--- src/design/csp_pkg.sv ---
// Shared types and constants for the cascade position/speed controller.
// Used by csp_ctrl, csp_datapath and cascade_position_speed_pid_top.
package csp_pkg;

   localparam int POS_W    = 32;
   localparam int FRAC_W   = 16;
   localparam int GAIN_W   = 16;
   localparam int LIM_W    = 8;
   localparam int SPEED_W  = 16;
   localparam int ERR_W    = SPEED_W + 1;
   localparam int DERR_W   = ERR_W + 1;
   localparam int INTEG_W  = 25;
   localparam int CMD_W    = 9;
   localparam int MUL_A_W  = GAIN_W + 1;
   localparam int MUL_B_W  = POS_W + 1;
   localparam int PROD_W   = MUL_A_W + MUL_B_W;
   localparam int ACC_W    = PROD_W + 2;
   localparam int GAIN_SH  = 8;
   localparam int SCALE_SH = FRAC_W + GAIN_SH;
   localparam int DIVR_W   = ERR_W;
   localparam int MAG5_W   = DIVR_W + 3;
   localparam int QUOT_W   = FRAC_W + 3;
   localparam int INC_W    = QUOT_W + 1;
   localparam int CNT_W    = 5;
   localparam int DIV_STEPS = QUOT_W;

   localparam int CSR_IDX_W  = 3;
   localparam int CSR_DATA_W = GAIN_W;
   localparam int REQ_W      = 2 * POS_W + SPEED_W;
   localparam int RSP_W      = 32;

   localparam logic [GAIN_W-1:0] OUTER_KP_RST = 16'd77;
   localparam logic [GAIN_W-1:0] OUTER_KD_RST = 16'd102;
   localparam logic [GAIN_W-1:0] INNER_KP_RST = 16'd77;
   localparam logic [GAIN_W-1:0] INNER_KI_RST = 16'd77;
   localparam logic [GAIN_W-1:0] INNER_KD_RST = 16'd0;
   localparam logic [LIM_W-1:0]  INTEG_LIM_RST = 8'd10;
   localparam logic [LIM_W-1:0]  OUT_LIM_RST   = 8'd20;

   localparam logic signed [ACC_W-1:0] ST_HI = ACC_W'(32767);
   localparam logic signed [ACC_W-1:0] ST_LO = ACC_W'(-32768);
   localparam logic [DIVR_W-1:0] DIV_OFFSET = DIVR_W'(5);

   typedef enum logic [CSR_IDX_W-1:0] {
      REG_OUTER_KP       = 3'd0,
      REG_OUTER_KD       = 3'd1,
      REG_INNER_KP       = 3'd2,
      REG_INNER_KI       = 3'd3,
      REG_INNER_KD       = 3'd4,
      REG_INTEGRAL_LIMIT = 3'd5,
      REG_OUTPUT_LIMIT   = 3'd6
   } csr_index_type;

   typedef enum logic [4:0] {
      S_IDLE,
      S_OUT_P,
      S_OUT_D,
      S_OUT_SUM,
      S_ST,
      S_ES,
      S_DS,
      S_DIV_INIT,
      S_DIV,
      S_INC,
      S_INTEG,
      S_IN_P,
      S_IN_D,
      S_IN_I,
      S_IN_SUM,
      S_CLAMP,
      S_CMD,
      S_DONE
   } state_type;

   typedef enum logic [2:0] {
      MUL_NONE,
      MUL_OUT_KP,
      MUL_OUT_KD,
      MUL_IN_KP,
      MUL_IN_KD,
      MUL_IN_KI
   } mul_sel_type;

   typedef enum logic [1:0] {
      ACC_HOLD,
      ACC_LOAD,
      ACC_ADD,
      ACC_CLAMP
   } acc_op_type;

   typedef struct packed {
      logic        capture;
      mul_sel_type mul_sel;
      acc_op_type  acc_op;
      logic        acc_shift;
      logic        dp_update;
      logic        st_update;
      logic        es_update;
      logic        ds_update;
      logic        div_init;
      logic        div_step;
      logic        inc_update;
      logic        integ_update;
      logic        cmd_update;
      logic        out_load;
   } ctrl_cmd_type;

endpackage

--- src/design/csp_ctrl.sv ---
// Sequencer for the cascade controller: steps the shared multiplier,
// accumulator and serial divider in csp_datapath. Depends on csp_pkg.
module csp_ctrl import csp_pkg::*; (
   input  logic         clock,
   input  logic         reset,
   input  logic         req_tvalid,
   output logic         req_tready,
   output logic         rsp_tvalid,
   input  logic         rsp_tready,
   output ctrl_cmd_type cmd
);

   state_type        state_ff, state_in;
   logic [CNT_W-1:0] div_cnt_ff, div_cnt_in;
   logic             rsp_valid_ff, rsp_valid_in;
   logic             out_free;

   assign out_free   = !rsp_valid_ff || rsp_tready;
   assign rsp_tvalid = rsp_valid_ff;

   always_comb begin
      state_in = state_ff;
      case (state_ff)
         S_IDLE:     if (req_tvalid) state_in = S_OUT_P;
         S_OUT_P:    state_in = S_OUT_D;
         S_OUT_D:    state_in = S_OUT_SUM;
         S_OUT_SUM:  state_in = S_ST;
         S_ST:       state_in = S_ES;
         S_ES:       state_in = S_DS;
         S_DS:       state_in = S_DIV_INIT;
         S_DIV_INIT: state_in = S_DIV;
         S_DIV:      if (div_cnt_ff == '0) state_in = S_INC;
         S_INC:      state_in = S_INTEG;
         S_INTEG:    state_in = S_IN_P;
         S_IN_P:     state_in = S_IN_D;
         S_IN_D:     state_in = S_IN_I;
         S_IN_I:     state_in = S_IN_SUM;
         S_IN_SUM:   state_in = S_CLAMP;
         S_CLAMP:    state_in = S_CMD;
         S_CMD:      state_in = S_DONE;
         S_DONE:     if (out_free) state_in = S_IDLE;
         default:    state_in = S_IDLE;
      endcase
   end

   always_comb begin
      div_cnt_in = div_cnt_ff;
      if (state_ff == S_DIV_INIT) begin
         div_cnt_in = CNT_W'(DIV_STEPS - 1);
      end else if (state_ff == S_DIV) begin
         div_cnt_in = div_cnt_ff - CNT_W'(1);
      end
   end

   always_comb begin
      cmd        = '0;
      req_tready = 1'b0;
      case (state_ff)
         S_IDLE: begin
            req_tready  = 1'b1;
            cmd.capture = req_tvalid;
         end
         S_OUT_P: begin
            cmd.mul_sel   = MUL_OUT_KP;
            cmd.dp_update = 1'b1;
         end
         S_OUT_D: begin
            cmd.mul_sel = MUL_OUT_KD;
            cmd.acc_op  = ACC_LOAD;
         end
         S_OUT_SUM:  cmd.acc_op = ACC_ADD;
         S_ST:       cmd.st_update = 1'b1;
         S_ES:       cmd.es_update = 1'b1;
         S_DS:       cmd.ds_update = 1'b1;
         S_DIV_INIT: cmd.div_init = 1'b1;
         S_DIV:      cmd.div_step = 1'b1;
         S_INC:      cmd.inc_update = 1'b1;
         S_INTEG:    cmd.integ_update = 1'b1;
         S_IN_P:     cmd.mul_sel = MUL_IN_KP;
         S_IN_D: begin
            cmd.mul_sel   = MUL_IN_KD;
            cmd.acc_op    = ACC_LOAD;
            cmd.acc_shift = 1'b1;
         end
         S_IN_I: begin
            cmd.mul_sel   = MUL_IN_KI;
            cmd.acc_op    = ACC_ADD;
            cmd.acc_shift = 1'b1;
         end
         S_IN_SUM:   cmd.acc_op = ACC_ADD;
         S_CLAMP:    cmd.acc_op = ACC_CLAMP;
         S_CMD:      cmd.cmd_update = 1'b1;
         S_DONE:     cmd.out_load = out_free;
         default:    cmd = '0;
      endcase
   end

   always_comb begin
      rsp_valid_in = rsp_valid_ff;
      if (cmd.out_load) begin
         rsp_valid_in = 1'b1;
      end else if (rsp_tready) begin
         rsp_valid_in = 1'b0;
      end
   end

   always_ff @(posedge clock) begin
      if (reset) begin
         state_ff     <= S_IDLE;
         div_cnt_ff   <= '0;
         rsp_valid_ff <= 1'b0;
      end else begin
         state_ff     <= state_in;
         div_cnt_ff   <= div_cnt_in;
         rsp_valid_ff <= rsp_valid_in;
      end
   end

   a_accept_starts: assert property (@(posedge clock) disable iff (reset)
      req_tvalid && req_tready |=> state_ff == S_OUT_P)
      else $error("accepted transfer did not start the outer loop");

   a_div_ends: assert property (@(posedge clock) disable iff (reset)
      state_ff == S_DIV && div_cnt_ff == '0 |=> state_ff == S_INC)
      else $error("divider did not finish after its last step");

   a_rsp_from_done: assert property (@(posedge clock) disable iff (reset)
      $rose(rsp_valid_ff) |-> $past(state_ff == S_DONE))
      else $error("result raised outside the done state");

   a_done_holds: assert property (@(posedge clock) disable iff (reset)
      state_ff == S_DONE && rsp_valid_ff && !rsp_tready |=> state_ff == S_DONE)
      else $error("new result overwrote one still waiting");

endmodule

--- src/design/csp_datapath.sv ---
// Datapath for the cascade controller: config registers, loop state, shared
// multiplier, accumulator and restoring divider. Depends on csp_pkg.
module csp_datapath import csp_pkg::*; (
   input  logic                         clock,
   input  logic                         reset,
   input  ctrl_cmd_type                 cmd,
   input  logic signed [POS_W-1:0]      goal_position,
   input  logic signed [POS_W-1:0]      measured_position,
   input  logic signed [SPEED_W-1:0]    measured_speed,
   input  logic                         csr_wr_en,
   input  logic [CSR_IDX_W-1:0]         csr_index,
   input  logic [CSR_DATA_W-1:0]        csr_wdata,
   output logic signed [SPEED_W-1:0]    speed_target,
   output logic signed [CMD_W-1:0]      speed_command
);

   logic [GAIN_W-1:0] outer_kp_ff, outer_kd_ff, inner_kp_ff, inner_ki_ff, inner_kd_ff;
   logic [LIM_W-1:0]  integ_lim_ff, out_lim_ff;

   logic signed [POS_W-1:0]   ep_ff, ep_in, oprev_ff;
   logic signed [POS_W:0]     dp_ff, dp_in;
   logic signed [SPEED_W-1:0] ms_ff;
   logic signed [SPEED_W-1:0] st_ff, st_in;
   logic signed [ERR_W-1:0]   es_ff, es_in, iprev_ff;
   logic signed [DERR_W-1:0]  ds_ff, ds_in;
   logic [DIVR_W-1:0]         mag_ff, mag_in;
   logic                      neg_ff;
   logic [MAG5_W-1:0]         mag5;
   logic [DIVR_W-1:0]         divisor_ff, rem_ff, rem_in;
   logic [QUOT_W-1:0]         dshift_ff, quot_ff;
   logic [DIVR_W:0]           trial_base, divisor_ext;
   logic                      trial_ge;
   logic signed [INC_W-1:0]   inc_ff, inc_in;
   logic signed [INTEG_W-1:0] integ_ff, integ_in;
   logic signed [INTEG_W:0]   integ_sum, ilim_pos, ilim_neg;
   logic signed [MUL_A_W-1:0] mul_a;
   logic signed [MUL_B_W-1:0] mul_b;
   logic signed [PROD_W-1:0]  prod_ff, prod_in;
   logic signed [ACC_W-1:0]   acc_ff, acc_in, prod_ext, add_term;
   logic signed [ACC_W-1:0]   olim_pos, olim_neg;
   logic signed [ACC_W-1:0]   st_round, st_shift, cmd_round, cmd_shift;
   logic signed [CMD_W-1:0]   cmd_ff, cmd_in;
   logic signed [SPEED_W-1:0] rsp_st_ff;
   logic signed [CMD_W-1:0]   rsp_cmd_ff;

   always_ff @(posedge clock) begin
      if (reset) begin
         outer_kp_ff  <= OUTER_KP_RST;
         outer_kd_ff  <= OUTER_KD_RST;
         inner_kp_ff  <= INNER_KP_RST;
         inner_ki_ff  <= INNER_KI_RST;
         inner_kd_ff  <= INNER_KD_RST;
         integ_lim_ff <= INTEG_LIM_RST;
         out_lim_ff   <= OUT_LIM_RST;
      end else if (csr_wr_en) begin
         case (csr_index_type'(csr_index))
            REG_OUTER_KP:       outer_kp_ff  <= csr_wdata;
            REG_OUTER_KD:       outer_kd_ff  <= csr_wdata;
            REG_INNER_KP:       inner_kp_ff  <= csr_wdata;
            REG_INNER_KI:       inner_ki_ff  <= csr_wdata;
            REG_INNER_KD:       inner_kd_ff  <= csr_wdata;
            REG_INTEGRAL_LIMIT: integ_lim_ff <= csr_wdata[LIM_W-1:0];
            REG_OUTPUT_LIMIT:   out_lim_ff   <= csr_wdata[LIM_W-1:0];
            default: ;
         endcase
      end
   end

   // outer PD
   assign ep_in = goal_position - measured_position;
   assign dp_in = (POS_W+1)'(ep_ff) - (POS_W+1)'(oprev_ff);

   assign st_round = acc_ff + $signed({{(ACC_W-GAIN_SH){1'b0}}, {GAIN_SH{acc_ff[ACC_W-1]}}});
   assign st_shift = st_round >>> GAIN_SH;

   always_comb begin
      if (st_shift > ST_HI) begin
         st_in = SPEED_W'(ST_HI);
      end else if (st_shift < ST_LO) begin
         st_in = SPEED_W'(ST_LO);
      end else begin
         st_in = SPEED_W'(st_shift);
      end
   end

   // inner errors
   assign es_in  = ERR_W'(st_ff) - ERR_W'(ms_ff);
   assign ds_in  = DERR_W'(es_ff) - DERR_W'(iprev_ff);
   assign mag_in = es_ff[ERR_W-1] ? DIVR_W'(-es_ff) : DIVR_W'(es_ff);

   // integral rate: mag*5*2^FRAC_W / (mag+5), one quotient bit a cycle
   assign mag5        = {1'b0, mag_ff, 2'b00} + MAG5_W'(mag_ff);
   assign trial_base  = {rem_ff, dshift_ff[QUOT_W-1]};
   assign divisor_ext = {1'b0, divisor_ff};
   assign trial_ge    = trial_base >= divisor_ext;
   assign rem_in      = trial_ge ? DIVR_W'(trial_base - divisor_ext) : DIVR_W'(trial_base);

   assign inc_in = neg_ff ? -$signed({1'b0, quot_ff}) : $signed({1'b0, quot_ff});

   assign integ_sum = (INTEG_W+1)'(integ_ff) + (INTEG_W+1)'(inc_ff);
   assign ilim_pos  = $signed((INTEG_W+1)'({integ_lim_ff, {FRAC_W{1'b0}}}));
   assign ilim_neg  = -ilim_pos;

   always_comb begin
      if (integ_sum > ilim_pos) begin
         integ_in = INTEG_W'(ilim_pos);
      end else if (integ_sum < ilim_neg) begin
         integ_in = INTEG_W'(ilim_neg);
      end else begin
         integ_in = INTEG_W'(integ_sum);
      end
   end

   // shared multiplier
   always_comb begin
      mul_a = '0;
      mul_b = '0;
      case (cmd.mul_sel)
         MUL_OUT_KP: begin
            mul_a = $signed({1'b0, outer_kp_ff});
            mul_b = MUL_B_W'(ep_ff);
         end
         MUL_OUT_KD: begin
            mul_a = $signed({1'b0, outer_kd_ff});
            mul_b = MUL_B_W'(dp_ff);
         end
         MUL_IN_KP: begin
            mul_a = $signed({1'b0, inner_kp_ff});
            mul_b = MUL_B_W'(es_ff);
         end
         MUL_IN_KD: begin
            mul_a = $signed({1'b0, inner_kd_ff});
            mul_b = MUL_B_W'(ds_ff);
         end
         MUL_IN_KI: begin
            mul_a = $signed({1'b0, inner_ki_ff});
            mul_b = MUL_B_W'(integ_ff);
         end
         default: begin
            mul_a = '0;
            mul_b = '0;
         end
      endcase
   end

   assign prod_in = PROD_W'(mul_a) * PROD_W'(mul_b);

   // accumulator
   assign prod_ext = ACC_W'(prod_ff);
   assign add_term = cmd.acc_shift ? (prod_ext <<< FRAC_W) : prod_ext;
   assign olim_pos = $signed(ACC_W'(out_lim_ff)) <<< SCALE_SH;
   assign olim_neg = -olim_pos;

   always_comb begin
      acc_in = acc_ff;
      case (cmd.acc_op)
         ACC_HOLD: acc_in = acc_ff;
         ACC_LOAD: acc_in = add_term;
         ACC_ADD:  acc_in = acc_ff + add_term;
         ACC_CLAMP: begin
            if (acc_ff > olim_pos) begin
               acc_in = olim_pos;
            end else if (acc_ff < olim_neg) begin
               acc_in = olim_neg;
            end
         end
         default: acc_in = acc_ff;
      endcase
   end

   assign cmd_round = acc_ff + $signed({{(ACC_W-SCALE_SH){1'b0}}, {SCALE_SH{acc_ff[ACC_W-1]}}});
   assign cmd_shift = cmd_round >>> SCALE_SH;
   assign cmd_in    = CMD_W'(cmd_shift);

   always_ff @(posedge clock) begin
      if (reset) begin
         oprev_ff <= '0;
         iprev_ff <= '0;
         integ_ff <= '0;
      end else begin
         if (cmd.dp_update) oprev_ff <= ep_ff;
         if (cmd.ds_update) iprev_ff <= es_ff;
         if (cmd.integ_update) integ_ff <= integ_in;
      end
   end

   always_ff @(posedge clock) begin
      if (cmd.capture) begin
         ep_ff <= ep_in;
         ms_ff <= measured_speed;
      end
      if (cmd.dp_update) dp_ff <= dp_in;
      if (cmd.st_update) st_ff <= st_in;
      if (cmd.es_update) es_ff <= es_in;
      if (cmd.ds_update) begin
         ds_ff  <= ds_in;
         mag_ff <= mag_in;
         neg_ff <= es_ff[ERR_W-1];
      end
      if (cmd.div_init) begin
         divisor_ff <= mag_ff + DIV_OFFSET;
         rem_ff     <= mag5[MAG5_W-1:3];
         dshift_ff  <= {mag5[2:0], {FRAC_W{1'b0}}};
         quot_ff    <= '0;
      end else if (cmd.div_step) begin
         rem_ff    <= rem_in;
         dshift_ff <= {dshift_ff[QUOT_W-2:0], 1'b0};
         quot_ff   <= {quot_ff[QUOT_W-2:0], trial_ge};
      end
      if (cmd.inc_update) inc_ff <= inc_in;
      if (cmd.mul_sel != MUL_NONE) prod_ff <= prod_in;
      acc_ff <= acc_in;
      if (cmd.cmd_update) cmd_ff <= cmd_in;
      if (cmd.out_load) begin
         rsp_st_ff  <= st_ff;
         rsp_cmd_ff <= cmd_ff;
      end
   end

   assign speed_target  = rsp_st_ff;
   assign speed_command = rsp_cmd_ff;

endmodule

--- src/design/cascade_position_speed_pid_top.sv ---
// Cascade position/speed PID controller: one speed target and one speed
// command per control tick. An outer PD on position error feeds an inner
// PID on speed error whose integral grows by e*5/(|e|+5), clamped to the
// integral limit; the inner output is clamped to the output limit. Each
// item runs through the steps in turn and a new item is accepted only
// after the last one's steps are done; the steps are the one-bit-a-cycle
// restoring divider of the integral rate, passes of the single shared
// 17x33 multiplier and the accumulate, clamp and truncate steps around
// it. The result sits in an output register, so the next item is accepted
// while it waits; a stalled result holds the controller in its last step.
// Depends on csp_pkg, csp_ctrl and csp_datapath.
module cascade_position_speed_pid_top import csp_pkg::*; (
   input  logic                  clock,
   input  logic                  reset,
   input  logic                  req_tvalid,
   output logic                  req_tready,
   // goal_position [31:0], measured_position [63:32], measured_speed [79:64]
   input  logic [REQ_W-1:0]      req_tdata,
   output logic                  rsp_tvalid,
   input  logic                  rsp_tready,
   // speed_target [15:0], speed_command [24:16], zero [31:25]
   output logic [RSP_W-1:0]      rsp_tdata,
   input  logic                  csr_wr_en,
   input  logic [CSR_IDX_W-1:0]  csr_index,
   input  logic [CSR_DATA_W-1:0] csr_wdata
);

   ctrl_cmd_type              cmd;
   logic signed [SPEED_W-1:0] speed_target;
   logic signed [CMD_W-1:0]   speed_command;

   csp_ctrl u_ctrl (
      .clock      (clock),
      .reset      (reset),
      .req_tvalid (req_tvalid),
      .req_tready (req_tready),
      .rsp_tvalid (rsp_tvalid),
      .rsp_tready (rsp_tready),
      .cmd        (cmd)
   );

   csp_datapath u_datapath (
      .clock             (clock),
      .reset             (reset),
      .cmd               (cmd),
      .goal_position     ($signed(req_tdata[POS_W-1:0])),
      .measured_position ($signed(req_tdata[2*POS_W-1:POS_W])),
      .measured_speed    ($signed(req_tdata[REQ_W-1:2*POS_W])),
      .csr_wr_en         (csr_wr_en),
      .csr_index         (csr_index),
      .csr_wdata         (csr_wdata),
      .speed_target      (speed_target),
      .speed_command     (speed_command)
   );

   assign rsp_tdata = {{(RSP_W-SPEED_W-CMD_W){1'b0}}, speed_command, speed_target};

endmodule

--- config.mk ---
export PLATFORM = sky130hd
export DESIGN_NAME = cascade_position_speed_pid_top
export DESIGN_NICKNAME = d
export VERILOG_FILES = /design/src/design/csp_pkg.sv /design/src/design/csp_ctrl.sv /design/src/design/csp_datapath.sv /design/src/design/cascade_position_speed_pid_top.sv
export SDC_FILE = /design/constraint.sdc
export NUM_CORES = 2
export LEC_CHECK = 0
export BUFFER_PORTS_ARGS = -buffer_cell sky130_fd_sc_hd__buf_2
export CAP_MARGIN = 20
export CORE_AREA = 3 3 347 349
export CTS_CLUSTER_DIAMETER = 60
export DETAILED_ROUTE_END_ITERATION = 12
export DIE_AREA = 0 0 350 352
export SYNTH_ARGS = -nofsm -noshare
export SYNTH_HDL_FRONTEND = slang
export SYNTH_HIERARCHICAL = 1
export SYNTH_SLANG_ARGS = --single-unit
--- constraint.sdc ---
create_clock -name clock -period 18.26 [get_ports clock]
set_input_delay 2.739 -clock clock [delete_from_list [all_inputs] [get_ports clock]]
set_output_delay 2.739 -clock clock [all_outputs]
set_load 0.05 [all_outputs]
==> results.json <==
{
  "port_buffers": 130,
  "gp_congestion": 0.900,
  "holdCritPathClass": "reg2reg",
  "initial_core_util": 0.449,
  "cts_hold_buf": 0,
  "cts_resized": 0,
  "status": "finished clean",
  "post-cts-setup-buffers": 0,
  "synth_largest_area_cell": "edfxtp_1",
  "cpMaxStageDelayCell": "and2_1",
  "register_area_sq_um": 14300,
  "slew_violations": 0,
  "synth_top_area_frac": 0.195,
  "period_share": 0.591,
  "clk_pin_slew_ps": 50,
  "firstDrtPassIters": 6,
  "drc": 0,
  "multi_input_area_sq_um": 35000,
  "routed_wl_microns": 150000,
  "async_reset_ff_frac": 0,
  "clkLatencyLatePin_ps": 660,
  "grt_setup_unrepaired": "no",
  "core_area_sq_um": 118000,
  "cts.path.max_buffers": 3,
  "crit_type": "reg2reg",
  "pre_cts_ws_ps": 7560,
  "setup_violations": 0,
  "nets": 6902,
  "cts_tree": "built",
  "htree_levels": 3,
  "finalClockSkew_ps": 28.9,
  "via_per_inst": 5.53,
  "powerDensity_nw_per_um2": 85.1,
  "vias": 41400,
  "post-route-min-period_ps": 10790,
  "tns_ps": 0,
  "final_common_cell": "inv_1",
  "instances_no_fill": 7482,
  "grt_overflow": 0,
  "avgSynthCellArea_sq_um": 9.07,
  "slowest_delay_ps": 780,
  "drv_cap": 0,
  "wl_per_cell_microns": 20.0,
  "final_area_sq_um": 57900,
  "grt_max_degree": 99,
  "post-place-cells": 7338,
  "cts_buffers": 74,
  "grt_util_all_layers": 0.243,
  "finalWorstSetupSlack_ps": 7470,
  "p_leak_uw": 0.0251,
  "num-fill-cells": 11200,
  "holdWs_ps": 418,
  "ant_nets": 0,
  "final_cell_mix": "inv_1 (801), nand2_1 (725), nor2_1 (516)",
  "place_area_sq_um": 55300,
  "worstSetupEndpointType": "flip-flop",
  "arrival_ps": 11240,
  "max_freq_mhz": 92.7,
  "antenna_found_initial": 9,
  "worst_pin_slew_ps": 1200,
  "first_global_vias": 41200,
  "drive_above_1_share": 0.0719,
  "netlist_instances": 5836,
  "die_area_sq_um": 123000,
  "dp_hpwl_microns": 115000,
  "ios": 138,
  "die_h_microns": 352,
  "yosysSeqAreaShare": 0.270,
  "synth-seq-cells": 543,
  "critical_path.most_common_cell": "fa_1",
  "cts_root_buf": "clkbuf_16",
  "synthTopCellsByArea": "edfxtp_1 (19%), fa_1 (19%), ha_1 (9.6%)",
  "hold_viol": 0,
  "dr.first_iter.drc_count": 3132,
  "start_kind": "flip-flop",
  "die_w_microns": 350,
  "ir_worst_vdd_uv": 78.9,
  "synth_area_sq_um": 52900,
  "synth_top_flop_cell": "edfxtp_1",
  "critPathRequiredTime_ps": 18710,
  "cts.sinks": 543,
  "rows": 126,
  "yosys_warnings": 6,
  "path_max_fanout": 53,
  "synth_edf_count": 343,
  "maxSlewHeadroom": 0.199,
  "grt_pass1_wl_microns": 234000,
  "synth.distinct_cells": 89,
  "area_growth_pct": 9.33
}
==> through the flow <==
| step | power, uW | utilization |
|---|---|---|
| after floorplan | 2930 | - |
| after global placement | 3440 | 0.470 |
| after detailed placement | 3460 | 0.470 |
| after CTS | 4950 | 0.491 |
| after global routing | 5240 | 0.491 |
| final | 4930 | 0.491 |
==> sequential cells by signal, summed over array words and instances, names as in the netlist, 18 cells and up <==
signal	flops
u_datapath/inc_ff	20
u_datapath/prod_ff	50
u_datapath/ds_ff	18
u_datapath/acc_ff	52
u_datapath/dp_ff	33
u_datapath/ep_ff	32
u_datapath/integ_ff	25
u_datapath/oprev_ff	32
u_datapath/quot_ff	19
==> worst max-delay path, delay by kind of cell (launching register included) <==
kind / cells / cell delay [ps]
adder cells (fa/ha/maj): 7 / 3540
flip-flops: 1 / 490
AND/OR/NAND/NOR: 10 / 3280
buffers and inverters: 5 / 1180
AO/OA/AOI/OAI: 8 / 2070
==> where the power goes <==
group          leakage, uW  internal (uW)  total, uW  switching (uW)
sequential         0.00480           1480       1620             137
clock              0.00120            861       1460             601
combinational       0.0191            710       1840            1130
==> routing by layer <==
| metal | up-vias | track usage | part of all wire |
|---|---|---|---|
| met5 | - | 0 | 0.000087 |
| met3 | 255 | 0.0497 | 0.070 |
| met4 | 2 | 0.0793 | 0.033 |
| met1 | 20100 | 0.333 | 0.45 |
| li1 | 19700 | - | - |
| met2 | 1253 | 0.382 | 0.45 |
==> synthesized netlist by cell type (80+ instances only) <==
cell / n
edfxtp_1: 343
xnor2_1: 209
dfxtp_1: 200
o21ai_0: 151
nor2_1: 520
inv_1: 802
a21o_1: 86
clkbuf_1: 195
a21oi_1: 299
nor3_1: 83
fa_1: 511
nand2_1: 725
mux2i_1: 103
ha_1: 407
o21ai_1: 80
==> path summary, 6_finish.rpt <==
| path | start | end | slack (ps) | cells past startpoint |
|---|---|---|---|---|
| min reg2reg | u_datapath/cmd_ff[7] | u_datapath/speed_command[7] | 420 | 0 |
| max | u_ctrl/state_ff[3] | u_datapath/prod_ff[48] | 7470 | 30 |
| max reg2reg | u_ctrl/state_ff[3] | u_datapath/prod_ff[48] | 7470 | 30 |
| min | u_datapath/cmd_ff[7] | u_datapath/speed_command[7] | 420 | 0 |
==> logic make-up after synthesis <==
kind of cell	synth area share
adder cells (fa/ha/maj)	0.289
multiplexers	0.0322
AO/OA/AOI/OAI	0.136
buffers and inverters	0.0743
flip-flops	0.270
AND/OR/NAND/NOR	0.152
XOR/XNOR	0.0460
other	0.0000708
==> cell type report <==
cell class / instances / share of cell area
multi-input combinational: 4265 / 0.605
sequential: 543 / 0.247
inverter: 804 / 0.0522
clock buffer: 96 / 0.0352
tap: 1536 / 0.0332
timing repair buffer: 192 / 0.0197
clock inverter: 40 / 0.00750
antenna: 6 / 0.000259
Note: power is estimated with default switching activity, not from simulation.
